===== src/rtl/sawb_set_mod.sv =====
// Set index unit: address modulo the number of sets.
// Power-of-two set counts take the masked low address bits; others use a reciprocal multiply
// and one correction step. No package dependency.
module sawb_set_mod #(
    parameter int ADDR_BITS = 16,
    parameter int NSETS     = 8,
    parameter int SET_W     = 3
) (
    input  logic                 i_clk,
    input  logic                 i_rst_n,
    input  logic                 i_start,
    input  logic [ADDR_BITS-1:0] i_addr,
    output logic                 o_done,
    output logic [SET_W-1:0]     o_set
);
    localparam bit SETS_POW2 = ((NSETS & (NSETS - 1)) == 0);
    localparam int EXT_W     = (ADDR_BITS > SET_W) ? ADDR_BITS : SET_W;
    localparam int REM_W     = (ADDR_BITS > SET_W + 1) ? ADDR_BITS : SET_W + 1;
    localparam int PROD_W    = 2 * ADDR_BITS;

    // Reciprocal of the set count scaled by 2^ADDR_BITS, rounded down.
    localparam logic [ADDR_BITS-1:0] RECIP  = ADDR_BITS'((1 << ADDR_BITS) / NSETS);
    localparam logic [ADDR_BITS-1:0] NSET_A = ADDR_BITS'(NSETS);
    localparam logic [REM_W-1:0]     NSET_R = REM_W'(NSETS);

    logic                 r_busy;
    logic                 r_done;
    logic                 r_phase;
    logic [ADDR_BITS-1:0] r_addr;
    logic [ADDR_BITS-1:0] r_quot;
    logic [SET_W-1:0]     r_rem;

    logic [EXT_W-1:0]     ext_addr;
    logic [SET_W-1:0]     masked;
    logic [PROD_W-1:0]    prod;
    logic [ADDR_BITS-1:0] quot_n;
    logic [ADDR_BITS-1:0] quot_mul;
    logic [REM_W-1:0]     diff;
    logic [SET_W-1:0]     n_rem;

    always_comb begin
        ext_addr = EXT_W'(i_addr);
        masked   = ext_addr[SET_W-1:0] & SET_W'(NSETS - 1);
        // The quotient estimate is low by at most one; one subtract corrects it.
        prod     = PROD_W'(r_addr) * PROD_W'(RECIP);
        quot_n   = prod[PROD_W-1:ADDR_BITS];
        quot_mul = r_quot * NSET_A;
        diff     = REM_W'(r_addr) - REM_W'(quot_mul);
        if (diff >= NSET_R) begin
            diff = diff - NSET_R;
        end
        n_rem    = diff[SET_W-1:0];
    end

    always_ff @(posedge i_clk) begin
        if (!i_rst_n) begin
            r_busy  <= 1'b0;
            r_done  <= 1'b0;
            r_phase <= 1'b0;
        end else begin
            r_done <= 1'b0;
            if (i_start) begin
                if (SETS_POW2) begin
                    r_done <= 1'b1;
                end else begin
                    r_busy  <= 1'b1;
                    r_phase <= 1'b0;
                end
            end else if (r_busy) begin
                r_phase <= 1'b1;
                if (r_phase) begin
                    r_busy <= 1'b0;
                    r_done <= 1'b1;
                end
            end
        end
    end

    always_ff @(posedge i_clk) begin
        if (i_start) begin
            r_rem  <= SETS_POW2 ? masked : '0;
            r_addr <= i_addr;
        end else if (r_busy) begin
            if (!r_phase) begin
                r_quot <= quot_n;
            end else begin
                r_rem <= n_rem;
            end
        end
    end

    assign o_done = r_done;
    assign o_set  = r_rem;

endmodule


===== config.mk =====
export PLATFORM = sky130hd
export DESIGN_NAME = sawb_set_mod
export DESIGN_NICKNAME = d
export VERILOG_FILES = /design/src/rtl/sawb_set_mod.sv
export SDC_FILE = /design/constraint.sdc
export NUM_CORES = 1
export LEC_CHECK = 0
export BUFFER_PORTS_ARGS = -buffer_cell sky130_fd_sc_hd__clkbuf_2
export CAP_MARGIN = 20
export CORE_AREA = 5 5 42 44
export DETAILED_ROUTE_END_ITERATION = 10
export DIE_AREA = 0 0 47 49
export GPL_TIMING_DRIVEN = 0
export SLEW_MARGIN = 40
export SYNTH_ARGS = -nofsm -noshare
export SYNTH_HDL_FRONTEND = slang
export SYNTH_SLANG_ARGS = --single-unit

===== constraint.sdc =====
create_clock -name i_clk -period 1.2 [get_ports i_clk]
set_input_delay 0.12 -clock i_clk [delete_from_list [all_inputs] [get_ports i_clk]]
set_output_delay 0.12 -clock i_clk [all_outputs]
set_load 0.01 [all_outputs]

==> run metrics <==
status=finished, final reports clean; Final TNS setup=0 ns; WS Path Type=flop to flop; Required @ worst endpoint=1.21 ns; f_max=1157 MHz; Max-Cap Viols=0; core area=1401 sq um; Yosys reg bits=9; Mean Syn Cell Area=16.53 sq um; first-pass GRT wire length=862 um; multi-input combinational cell area=70.07 sq um; Starting Density=0.2241; clock sink total=9; slowest stage delay, CP=0.36 ns; Critical path origin=r_addr[1]; Initial DRC Count=1; Final min period=0.8646 ns; CTS Hold Bufs=0; Die H=49 um; worst r2r src=r_addr[1]; critical path arrival=0.87 ns; DP HPWL=405.6 um; Slew Limit Fails=0; row count=14; CP top delay family=flip-flops; TritonCTS clock tree=yes; Critical R2R Capture=o_set[1]; Mapped Area=314.1 sq um; critical-path maximum fanout=1; GPL Wtd Cong=0.6468; Pleak=0.1704 nW; clk_lat worst skew=0.25 ns; period utilisation layout=0.7205; placed cell areas=379.1 sq um; TritonRoute pass-1 iters=4; CP max-delay cell=edfxtp_1; crit path to=o_set[1]; top cells by area, synth=edfxtp_1 57%, dfxtp_1 19%, mux2_2 11%; Setup violations, final=0; DR vias/cell=4.063; global route overflow=0; Syn. warnings=0; Max Clock Skew=0.001906 ns; r2r setup slk=0.34 ns; VDD IR max=461.1 uV; sequential share of the synthesized area=0.7649; area leader, netlist=edfxtp_1; Synth top area share=0.5737; hold crit path type=input pin to flop; Final Hold Vio Count=0; instance count on the critical path=1; worst r2r path cells=1; most frequent cells in the layout=9 x clkbuf_2, 6 x edfxtp_1, 3 x mux2_2, 3 x clkbuf_4, 3 x dfxtp_1; most common cell after layout, fill and taps aside=clkbuf_2; GRT Resource Usage Total=0.05394; drt wl/cell=11.27 um; Routed Antenna Nets=0; DRT Wirelength=541 um; layout filler cell count=165; power per cell area=1538 nW/um^2; synthesized instance count=19; normalized max-slew margin=0.8541; layout cells sized above 1=0.4688; total area of sequential cells=240.2 sq um; post-CTS sizing=0; Min Hold Slack=0.05991 ns; initial antenna violation count=0; pre-CTS setup slack=0.2457 ns; crit start category=flop; total die area=2303 sq um; RSZ-0062 raised after global routing=no; vias in the first global route=207; largest net degree at the start of global routing=10; drt drc=0; syn_nets=38; CTS HTree Levels=1; Clock Tree Buf Depth=2; Setup Buffers After CTS=0; Port Buffers=9; vias=195; clock root cell=clkbuf_4; Die X=47 um; Critical Path End Type=flop; final net count=52; Distinct cells, synth=10; clock-pin transition on the worst setup and hold timing paths=0.06 ns; number of I/O pins=23; worst setup margin=0.3354 ns; critical path, cell by cell=mux2_2; cts bufs inserted=3; antenna cell count=0; Final Core Density=0.2893; Final Cell Area=405.4 sq um; Area Overhead vs Synth=29.08%; worst slew pin tran=0.2188 ns; CP bufs+invs=0
## layout make-up
cell class	instances	area share
Inverter	1	0.009259
Timing Repair Buffer	9	0.1111
Multi-Input combinational cell	9	0.1728
Tap cell	16	0.04938
Clock buffer	4	0.06481
Sequential cell	9	0.5926
## worst min-delay path by stage
stage | startpoint | to | cells after the start
2_1_floorplan | i_addr[0] | r_addr[0] | 0
3_3_place_gp | i_addr[2] | r_addr[2] | 1
3_5_place_dp | i_addr[0] | r_addr[0] | 1
4_1_cts | i_addr[0] | r_addr[0] | 1
5_1_grt | i_addr[0] | r_addr[0] | 1
6_report | i_addr[0] | r_addr[0] | 1
## power by group
| part | switching (mW) | leakage [nW] | internal (mW) |
|---|---|---|---|
| Sequential | 0.00388 | 0.0832 | 0.351 |
| Clock | 0.0972 | 0.0150 | 0.128 |
| Combinational | 0.0222 | 0.0723 | 0.0216 |
## sequential cells by signal, indices dropped and copies added, names as in the netlist
signal / count
r_busy: 1
r_addr: 3
o_done: 1
o_set: 3
r_phase: 1
## metal layers
metal,routed length (um),up-vias,share of wire,track usage
met5,0,-,0,0
met4,0,0,0,0.02765
met3,73,0,0.13,0.03321
met2,213,10,0.39,0.07014
met1,254,90,0.47,0.06757
li1,-,95,-,-
## synthesized netlist by cell type
| cell type | n |
|---|---|
| and2_1 | 1 |
| nand2_1 | 1 |
| a21o_1 | 1 |
| a21oi_1 | 1 |
| dfxtp_1 | 3 |
| mux2_2 | 3 |
| edfxtp_1 | 6 |
| inv_1 | 1 |
| nor2b_1 | 1 |
| o21a_1 | 1 |
## kinds of logic after synthesis
group,after synthesis,share of synthesized area
flops,9,0.7649
buf+inv,1,0.01194
mux,3,0.1076
compound gates,3,0.06375
simple gates,3,0.05181
## through the flow
stage | total power [mW] | cells
finish | 0.6234 | 48
global route | 0.6634 | 48
CTS | 0.6430 | 48
detailed placement | 0.4065 | 44
global placement | 0.4045 | 44
floorplan | 0.3802 | 19
(Power assumes the default switching activity.)
