--- config.mk ---
export PLATFORM = sky130hd
export DESIGN_NAME = sawb_way_pick
export DESIGN_NICKNAME = d
export VERILOG_FILES = /design/src/rtl/sawb_pkg.sv /design/src/rtl/sawb_way_pick.sv
export SDC_FILE = /design/constraint.sdc
export NUM_CORES = 1
export LEC_CHECK = 0
export ABC_AREA = 1
export ABC_CLOCK_PERIOD_IN_PS = 2600
export BUFFER_PORTS_ARGS = -buffer_cell sky130_fd_sc_hd__buf_2
export CAP_MARGIN = 20
export CORE_AREA = 2 2 85 66
export DETAILED_ROUTE_END_ITERATION = 12
export DIE_AREA = 0 0 87 68
export PLACE_DENSITY = 0.88
export SETUP_SLACK_MARGIN = 0.02
export SYNTH_ARGS = -nofsm -noshare
export SYNTH_HDL_FRONTEND = slang
export SYNTH_SLANG_ARGS = --single-unit
--- constraint.sdc ---
create_clock -name vclk -period 2.6
set_input_delay 0.13 -clock vclk [all_inputs]
set_output_delay 0.13 -clock vclk [all_outputs]
set_load 0.02 [all_outputs]
--- src/rtl/sawb_pkg.sv ---
// Shared types and codes for the set-associative write-back cache.
// No dependencies; imported by the top level and the way selection logic.
package sawb_pkg;

    typedef logic [1:0] t_status;

    localparam t_status ST_INVALID = 2'd0;
    localparam t_status ST_VALID   = 2'd1;
    localparam t_status ST_DIRTY   = 2'd2;

    localparam logic ACT_READ  = 1'b0;
    localparam logic ACT_WRITE = 1'b1;

    // Outcome of one lookup, from the way selection logic to the sequencer.
    typedef struct packed {
        logic       hit;
        logic       wrote_back;
        logic       row_we;
        logic [7:0] read_data;
    } t_pick;

endpackage

--- src/rtl/sawb_way_pick.sv ---
// Way selection and row update for one set of the cache.
// Depends on sawb_pkg for status codes and the t_pick outcome struct.
module sawb_way_pick #(
    parameter int ADDR_BITS = 16,
    parameter int WAYS_LOG2 = 1,
    parameter int PTR_W     = 1,
    parameter int ROW_W     = 53
) (
    input  logic [ROW_W-1:0]     i_row,
    input  logic [ADDR_BITS-1:0] i_addr,
    input  logic                 i_act,
    input  logic                 i_peek,
    input  logic [7:0]           i_wd,
    input  logic [7:0]           i_mem_q,
    output logic [ROW_W-1:0]     o_row,
    output sawb_pkg::t_pick      o_pick,
    output logic [ADDR_BITS-1:0] o_wb_addr,
    output logic [7:0]           o_wb_data
);
    import sawb_pkg::*;

    localparam int WAYS  = 1 << WAYS_LOG2;
    localparam int WAY_W = 2 + ADDR_BITS + 8;

    logic [WAYS-1:0]      match;
    logic [PTR_W-1:0]     ptr;
    logic [PTR_W-1:0]     n_ptr;
    logic [PTR_W-1:0]     hit_way;
    logic [PTR_W-1:0]     way;
    t_status              sel_st;
    logic [ADDR_BITS-1:0] sel_addr;
    logic [7:0]           sel_data;
    logic                 hit;
    logic                 upd_way;
    logic [WAY_W-1:0]     new_way;
    logic [7:0]           rd;

    always_comb begin
        ptr = i_row[PTR_W-1:0];
        for (int w = 0; w < WAYS; w++) begin
            match[w] = (i_row[PTR_W + w*WAY_W + 8 + ADDR_BITS +: 2] != ST_INVALID)
                    && (i_row[PTR_W + w*WAY_W + 8 +: ADDR_BITS] == i_addr);
        end
        hit = |match;

        // Lowest matching way wins.
        hit_way = '0;
        for (int w = WAYS - 1; w >= 0; w--) begin
            if (match[w]) begin
                hit_way = PTR_W'(w);
            end
        end

        n_ptr = (WAYS == 1) ? '0 : ptr + 1'b1;
        way   = hit ? hit_way : n_ptr;

        sel_st   = ST_INVALID;
        sel_addr = '0;
        sel_data = '0;
        for (int w = 0; w < WAYS; w++) begin
            if (PTR_W'(w) == way) begin
                sel_st   = i_row[PTR_W + w*WAY_W + 8 + ADDR_BITS +: 2];
                sel_addr = i_row[PTR_W + w*WAY_W + 8 +: ADDR_BITS];
                sel_data = i_row[PTR_W + w*WAY_W +: 8];
            end
        end

        if (i_act == ACT_WRITE) begin
            upd_way = 1'b1;
            new_way = {ST_DIRTY, i_addr, i_wd};
            rd      = '0;
        end else if (i_peek) begin
            upd_way = 1'b0;
            new_way = {ST_VALID, i_addr, i_mem_q};
            rd      = hit ? sel_data : i_mem_q;
        end else begin
            upd_way = !hit;
            new_way = {ST_VALID, i_addr, i_mem_q};
            rd      = hit ? sel_data : i_mem_q;
        end

        // Advance the round-robin pointer on any miss, peek included.
        o_row = i_row;
        if (!hit) begin
            o_row[PTR_W-1:0] = n_ptr;
        end
        for (int w = 0; w < WAYS; w++) begin
            if (upd_way && (PTR_W'(w) == way)) begin
                o_row[PTR_W + w*WAY_W +: WAY_W] = new_way;
            end
        end

        o_pick.hit        = hit;
        o_pick.wrote_back = !hit && (sel_st == ST_DIRTY)
                         && ((i_act == ACT_WRITE) || !i_peek);
        o_pick.row_we     = (i_act == ACT_WRITE) || !hit;
        o_pick.read_data  = rd;
        o_wb_addr         = sel_addr;
        o_wb_data         = sel_data;
    end

endmodule

==> results.md, run 1 <==
- The routed wire length per instance is 12.6 um.
- The slew at the pin closest to its max-slew limit is a little under 0.8 ns.
- The classification of the worst-slack hold path is in -> out.
- Global routing used roughly 39% of the available met1 tracks.
- The floorplan core area is around 0.005 sq mm.
- The part of the Yosys area used for sequential elements is 0%.
- The tool flagged a number of max-cap violations equal to 0.
- The top cell type by area accounts for roughly 55% of the synthesized area.
- In this run the tool buffered the top-level ports with roughly 180 buffer cells.
- The global-route met3 utilization is ~2.3%.
- The number of pins exceeding their max-slew limit in the final report is 0.
- In the finished design the tool counted flip-flops and latches totalling 0.
- The number of distinct library cells after synthesis is 25.
- In this run the static leakage power is between 2 and 2.5 nW.
- The post-CTS setup buffer count is 0.
- The nature of the critical path endpoint is a primary output.
- The number of warnings printed during yosys synthesis is 0.
- The required time reported for the critical path endpoint is roughly 2.5 ns.
- The average cell area after synthesis is about 4.3 sq um.
- For the final routed database, the setup TNS stands at 0 ns.
- In this run the worst path has a maximum fanout of 26.
- The number of design-rule violations left by the first detailed-router iteration is 337.
- The placement-stage cell area is 0.00305 sq mm.
- The first global-routing pass estimated 13.7 mm of wire.
- The met2 global-route usage is a little under half.
- With fillers left out, the area of the finished cells amounts to a little over 0.003 sq mm.
- The initial core utilization is between 40% and 50%.
- In this run the power density over the cells is ~220 mW/mm^2.
- The number of antenna diodes in the final layout is 0.
- The floorplan die area is about 0.006 sq mm.
- The post-DP HPWL is 7.31 mm.
- The run finished with clean final reports.
- Once detail routing completed, the nets flagged for antenna violations numbered 0.
- Fill cells in the final layout number about 550.
- Setup repair after global routing left no endpoint under its margin.
- After floorplanning, the core was divided into 23 placement rows.
- Using the TritonRoute via totals, the vias-per-cell ratio works out to between 4 and 5.
- The most common cell in the synthesized netlist is sky130_fd_sc_hd__nand2_1.
- The critical setup path kind is in -> out.
- STA classifies the critical path startpoint as an input pin.
- The die is roughly 68 um tall.
- The minimum clock period after layout is approximately 2.3 ns.
- Ranked by total cell area, the synthesized netlist is headed by sky130_fd_sc_hd__nand2_1, sky130_fd_sc_hd__inv_1, sky130_fd_sc_hd__nor2_1, sky130_fd_sc_hd__nand3_1, sky130_fd_sc_hd__buf_6.
- From synthesis to final layout, the design area changed by 37.6%.
- The initial antenna violation count is 0.
- Entering global routing, the biggest net connects 31 pins.
- The clock buffers instantiated in the layout total 0.
- The highest ir drop seen on vdd is about 0.10 mV.
- The number of cells produced by synthesis is 515.
- 175 I/O pins were placed.
- The overall overflow remaining after global route is 0.
- In this run the tightest slew margin relative to its limit is between 40 and 50%.
- Measured on the finished design, the core utilization comes to 59.5%.
- The number of global-route vias before repair came to around 3.1k.
- The total wirelength of the detailed-routed design is between 9 and 10 mm.
- For this run, the detailed router's first-pass iteration total came to 5.
- The critical path data arrival time is ~2.2 ns.
- In the synthesized netlist, the cells that appear most often are sky130_fd_sc_hd__nand2_1, sky130_fd_sc_hd__inv_1, sky130_fd_sc_hd__nor2_1.
- The highest clock rate is between 400 and 500 MHz.
- The aggregate global-route resource usage is approximately 28%.
- The post-route netlist has slightly above 30% of its cells at a drive strength greater than 1.
- Routability-driven placement finished with a final weighted congestion of 0.915.
- In this run the cell area of the synthesized design comes to approximately 0.0022 sq mm.
- The final-stage net count is about 760.
- The busiest metal layer after global routing is met2.
- The DRC violation count after routing is 0.
- The sequential cell area in the final layout is 0 sq um.
- Setup violations remaining at the end of the flow were counted as 0.
- The die width is between 80 and 90 um.
- The part of the cycle the worst path needs is about nine tenths.
- The count of final hold-check violations is 0.
- Synthesis produced a netlist with a net count of 602.
- Of all cell types, the one taking the most synthesized area is sky130_fd_sc_hd__nand2_1.
- Detailed routing inserted a total of between 3k and 4k vias.
path summary, 6_finish.rpt:
check             startpoint        end  slack (ns)  cells past startpoint
setup / recovery   i_addr[4]   o_row[9]        0.27                     15
hold / removal     i_row[31]  o_row[31]        0.59                      4
cell usage in the layout, fill, tap and decap left out:
| cell | netlist | layout |
|---|---|---|
| sky130_fd_sc_hd__nand2_1 | 328 | 328 |
| sky130_fd_sc_hd__buf_2 | 5 | 175 |
| sky130_fd_sc_hd__inv_1 | 53 | 53 |
| sky130_fd_sc_hd__nor2_1 | 28 | 28 |
| sky130_fd_sc_hd__nand3_1 | 18 | 18 |
| sky130_fd_sc_hd__o21ai_0 | 14 | 14 |
| sky130_fd_sc_hd__inv_2 | 10 | 10 |
| sky130_fd_sc_hd__nand4_1 | 10 | 10 |
| sky130_fd_sc_hd__xor2_1 | 5 | 5 |
| sky130_fd_sc_hd__o21ai_1 | 5 | 5 |
| sky130_fd_sc_hd__nor2_2 | 4 | 4 |
| sky130_fd_sc_hd__xnor2_1 | 3 | 3 |
| sky130_fd_sc_hd__nand2_2 | 3 | 3 |
| sky130_fd_sc_hd__nand2_4 | 3 | 3 |
| sky130_fd_sc_hd__nor2_4 | 2 | 3 |
| sky130_fd_sc_hd__nor3_1 | 3 | 3 |
| sky130_fd_sc_hd__buf_4 | 5 | 3 |
| sky130_fd_sc_hd__nor3b_1 | 2 | 2 |
| sky130_fd_sc_hd__nand2b_1 | 1 | 1 |
| sky130_fd_sc_hd__nand3_2 | 1 | 1 |
| sky130_fd_sc_hd__o21ai_2 | 1 | 1 |
| sky130_fd_sc_hd__a21oi_4 | 1 | 1 |
| sky130_fd_sc_hd__o21ai_4 | 1 | 1 |
logic make-up after synthesis:
kind of cell,after synthesis,synth area share (%)
and+or+nand+nor,403,73.4
buffers and inverters,82,17.3
AOI/OAI and AO/OA,22,6.12
xor gates and xnor gates,8,3.15
power by group:
part	internal [mW]	switching (mW)
sequential	0	0
combinational	0.226	0.463
clock	0	0
total	0.226	0.463
area by class of cell:
type / instances / area, sq um / area share (%)
Timing Repair Buffer: 178 / 898 / 29.3
Tap cell: 62 / 77.6 / 2.53
Inverter: 63 / 236 / 7.71
Multi-Input combinational cell: 434 / 1850 / 60.4
stage by stage:
step / hold slack, ns / power, mW / setup WS [ns] / cells
floorplan: 0.428 / 0.428 / 0.779 / 515
global placement: 0.582 / 0.666 / 0.321 / 736
detailed placement: 0.586 / 0.675 / 0.251 / 736
CTS: 0.587 / 0.678 / 0.252 / 736
global route: 0.607 / 0.755 / 0.0968 / 737
finish: 0.588 / 0.688 / 0.274 / 737
metal layers:
| metal | vias to the layer above | routed length (um) |
|---|---|---|
| li1 | 1859 | - |
| met1 | 1596 | 4090 |
| met2 | 221 | 4230 |
| met3 | 8 | 888 |
| met4 | 0 | 42 |
| met5 | - | 0 |
worst max-delay path, stage by stage:
cell	delay (ns)
sky130_fd_sc_hd__buf_2	0.13
sky130_fd_sc_hd__inv_2	0.05
sky130_fd_sc_hd__nand2_1	0.04
sky130_fd_sc_hd__nand2_1	0.12
sky130_fd_sc_hd__nor2_1	0.08
sky130_fd_sc_hd__nand3_1	0.14
sky130_fd_sc_hd__nor2_2	0.05
sky130_fd_sc_hd__nand2_2	0.10
sky130_fd_sc_hd__nand2_2	0.08
sky130_fd_sc_hd__nand2_4	0.12
sky130_fd_sc_hd__nand2_2	0.14
sky130_fd_sc_hd__nor2_4	0.58
sky130_fd_sc_hd__nand2_1	0.12
sky130_fd_sc_hd__nand2_1	0.12
sky130_fd_sc_hd__buf_2	0.16
what timing repair did:
action	in CTS	in global routing
hold buffers	0	0
hold endpoints to repair	0	0
gates resized for setup	0	1
setup endpoints to repair	0	20
No activity file was read; power rests on OpenSTA's default activity.
==> inputs of run 2 (changes only) <==
Settings changed: CELL_PAD_IN_SITES_DETAIL_PLACEMENT set to 1, CELL_PAD_IN_SITES_GLOBAL_PLACEMENT set to 1, CORE_AREA 2 2 85 66 to 2 2 112 87, DIE_AREA 0 0 87 68 to 0 0 114 89, PLACE_DENSITY 0.88 to unset, PLACE_DENSITY_LB_ADDON set to 0.1.
==> run 2 against run 1 <==
Compared with the run above:
- first-iteration DRC count fell by 50%
- critical path depth down 1
- routed wire length rose by 20%
- critical path type unchanged
- critical endpoint is now o_row[6]
- largest cell class unchanged
- highest routed layer is now met3
==> results.md, run 2 (synthesized netlist as in run 1, its figures left out) <==
- The maximum single-stage delay on the critical path is 0.25 ns.
- The aggregate global-route resource usage is around a fifth.
- Setup repair after global routing left no endpoint under its margin.
- The post-CTS setup buffer count is 0.
- The slowest cell on the critical path is sky130_fd_sc_hd__nor2_1.
- Setup violations remaining at the end of the flow were counted as 0.
- In this run the cell area measured after placement is 0.00317 sq mm.
- The routed layout has approximately 3.6k vias.
- The critical path data arrival time is 2.02 ns.
- The pre-antenna-repair detailed-routing pass consisted of 4 iterations.
- In this run switching power makes up approximately 67% of total power.
- The die width is about 110 um.
- Leaving out fill and tap cells, the most frequent cells in the layout are sky130_fd_sc_hd__nand2_1, sky130_fd_sc_hd__buf_2, sky130_fd_sc_hd__inv_1.
- Registers take 0 sq um.
- The minimum clock period after layout is 2.15 ns.
- Based on the critical path, the design can be clocked at up to 466 MHz.
- The design internal power is approximately 0.23 mW.
- VDD sags by at most ~0.074 mV.
- In this run, the clock network consumes 0% of the power.
- The leakage power is 2.25 nW.
- The number of buffer and inverter instances along the worst setup path is 3.
- The number of global-route vias before repair is about 3.5k.
- The DRC violation count after routing is 0.
- By startpoint and endpoint, the worst setup path is classified as in -> out.
- The count of cells along the worst hold path is 4.
- The number of buffers inserted by port buffering is about 180.
- The count of final hold-check violations is 0.
- The first routing iteration left 170 violations.
- Summed over all failing endpoints, the final setup total negative slack is 0 ns.
- The worst hold path belongs to the class in -> out.
- The power density over cell area is 224 mW/mm^2.
- The count of cell instances traversed by the critical path is 14.
- The worst pin sits at a relative slew slack of approximately 76%.
- In this run the power spent charging and discharging nets is approximately 0.48 mW.
- The multi-input combinational cells in the finished layout cover a total of between 0.0015 and 0.002 sq mm.
- The category of cells accounting for the largest share of critical-path delay is simple AND/OR/NAND/NOR gates.
- Gates resized during post-CTS repair numbered 0.
- The final sequential cell count is 0.
- Routability-driven placement finished with a final weighted congestion of 0.902.
- The number of buffers inserted for hold repair after clock tree synthesis is 0.
- Once detail routing completed, the nets flagged for antenna violations numbered 0.
- The number of rows in the core area is 30.
- The most common cell after layout, fill and taps aside is sky130_fd_sc_hd__nand2_1.
- The share of layout cells above drive strength 1 is between 30% and 40%.
- The number of pins exceeding their max-slew limit in the final report is 0.
- In this run, flip-flops and latches consume 0% of the power.
- Once the floorplan was initialized, standard cells occupied about a quarter of the core.
- The signal on the critical path passes through buf_2 > nor2_1 > nor2_1 > nand3_1 > nor2_2 > nand3_2 > nand2_2 > nand2_4 > nand2_2 > nor2_4 > buf_12 > nand2_1 > nand2_1 > buf_2.
- The type of element launching the critical path is an input pin.
- The height of the die is a little under 90 um.
- The number of maximum-capacitance violations is 0.
- The overall overflow remaining after global route is 0.
- The first global-routing pass estimated between 15 and 20 mm of wire.
- The floorplan core area is between 0.008 and 0.009 sq mm.
- The peak fanout along the critical path is 20.
- Entering global routing, the biggest net connects 27 pins.
- The post-DP HPWL is around 9.5 mm.
- The endpoint of the most critical setup path is o_row[6].
- The start point of the critical path is i_row[26].
- For this block, the routed nets add up to approximately 11 mm of wire.
- The repair_antennas step left the layout with diodes totalling 0.
- During I/O placement, the number of pins put on the boundary was between 150 and 200.
- The finished cells cover around 0.0032 sq mm.
- The floorplan die area is about 0.010 sq mm.
- Per report_power, the combinational group accounts for 100.0% of the total.
- At the pin with the least slew margin, the transition time is approximately 0.36 ns.
- The initial antenna violation count is 0.
- At the worst endpoint, the required time is between 2 and 2.5 ns.
- The run finished with clean final reports.
- The nature of the critical path endpoint is a primary output.
- From synthesis to final layout, the design area changed by 42.4%.
- After layout, the worst path uses between 80 and 90% of the clock period.
- After detailed routing, the number of vias per cell comes to 4.61.
- The filler cells instantiated in the layout total 1378.
- The routed wire length per instance is 14.1 um.
- The layout has 0 clock buffers.
- The final-stage net count is approximately 770.
[run 2: cell count changes in the layout (fill, tap and decap cells not counted)]
cell | previous run | this run
sky130_fd_sc_hd__buf_12 | 0 | 2
sky130_fd_sc_hd__nor2_4 | 3 | 2
sky130_fd_sc_hd__buf_4 | 3 | 5
[run 2: layout make-up]
| cell class | count | share of cell area (%) |
|---|---|---|
| inverters | 63 | 7.46 |
| well taps | 112 | 4.42 |
| repair buffers | 182 | 30.1 |
| multi-input cells | 433 | 58.1 |
[run 2: power groups by stage]
stage	logic (mW)	clock network (mW)	registers (mW)
after CTS	0.715	0	0
after global placement	0.702	0	0
after global routing	0.786	0	0
final	0.710	0	0
after floorplan	0.428	0	0
after detailed placement	0.712	0	0
[run 2: worst min-delay path by stage]
stage / slack [ns] / endpoint / start
final: 0.59 / o_row[4] / i_row[4]
after global routing: 0.61 / o_row[4] / i_row[4]
after CTS: 0.59 / o_row[9] / i_row[9]
after detailed placement: 0.59 / o_row[9] / i_row[9]
after global placement: 0.59 / o_row[9] / i_row[9]
after floorplan: 0.43 / o_row[10] / i_row[10]
[run 2: routing by layer]
metal	vias up	GRT usage [%]	routed length, um
li1	1869	-	-
met1	1666	29.5	5530
met4	0	0.111	0
met2	108	36.1	4910
met3	0	2.44	672
met5	-	0	0
[run 2: per-stage QoR]
step	std cells	power [mW]	util (%)	worst slack (ns)	hold slack, ns
global placement	790	0.702	35.5	0.493	0.591
finish	790	0.710	35.5	0.455	0.591
global route	790	0.786	35.5	0.221	0.613
CTS	790	0.715	35.5	0.447	0.591
detailed placement	790	0.712	35.5	0.457	0.589
floorplan	515	0.428	-	0.779	0.428
[run 2: tightest hold or removal path: stages]
cell and delay (ns):
sky130_fd_sc_hd__buf_2 0.09, sky130_fd_sc_hd__nand2_1 0.05, sky130_fd_sc_hd__nand2_1 0.04, sky130_fd_sc_hd__buf_2 0.15
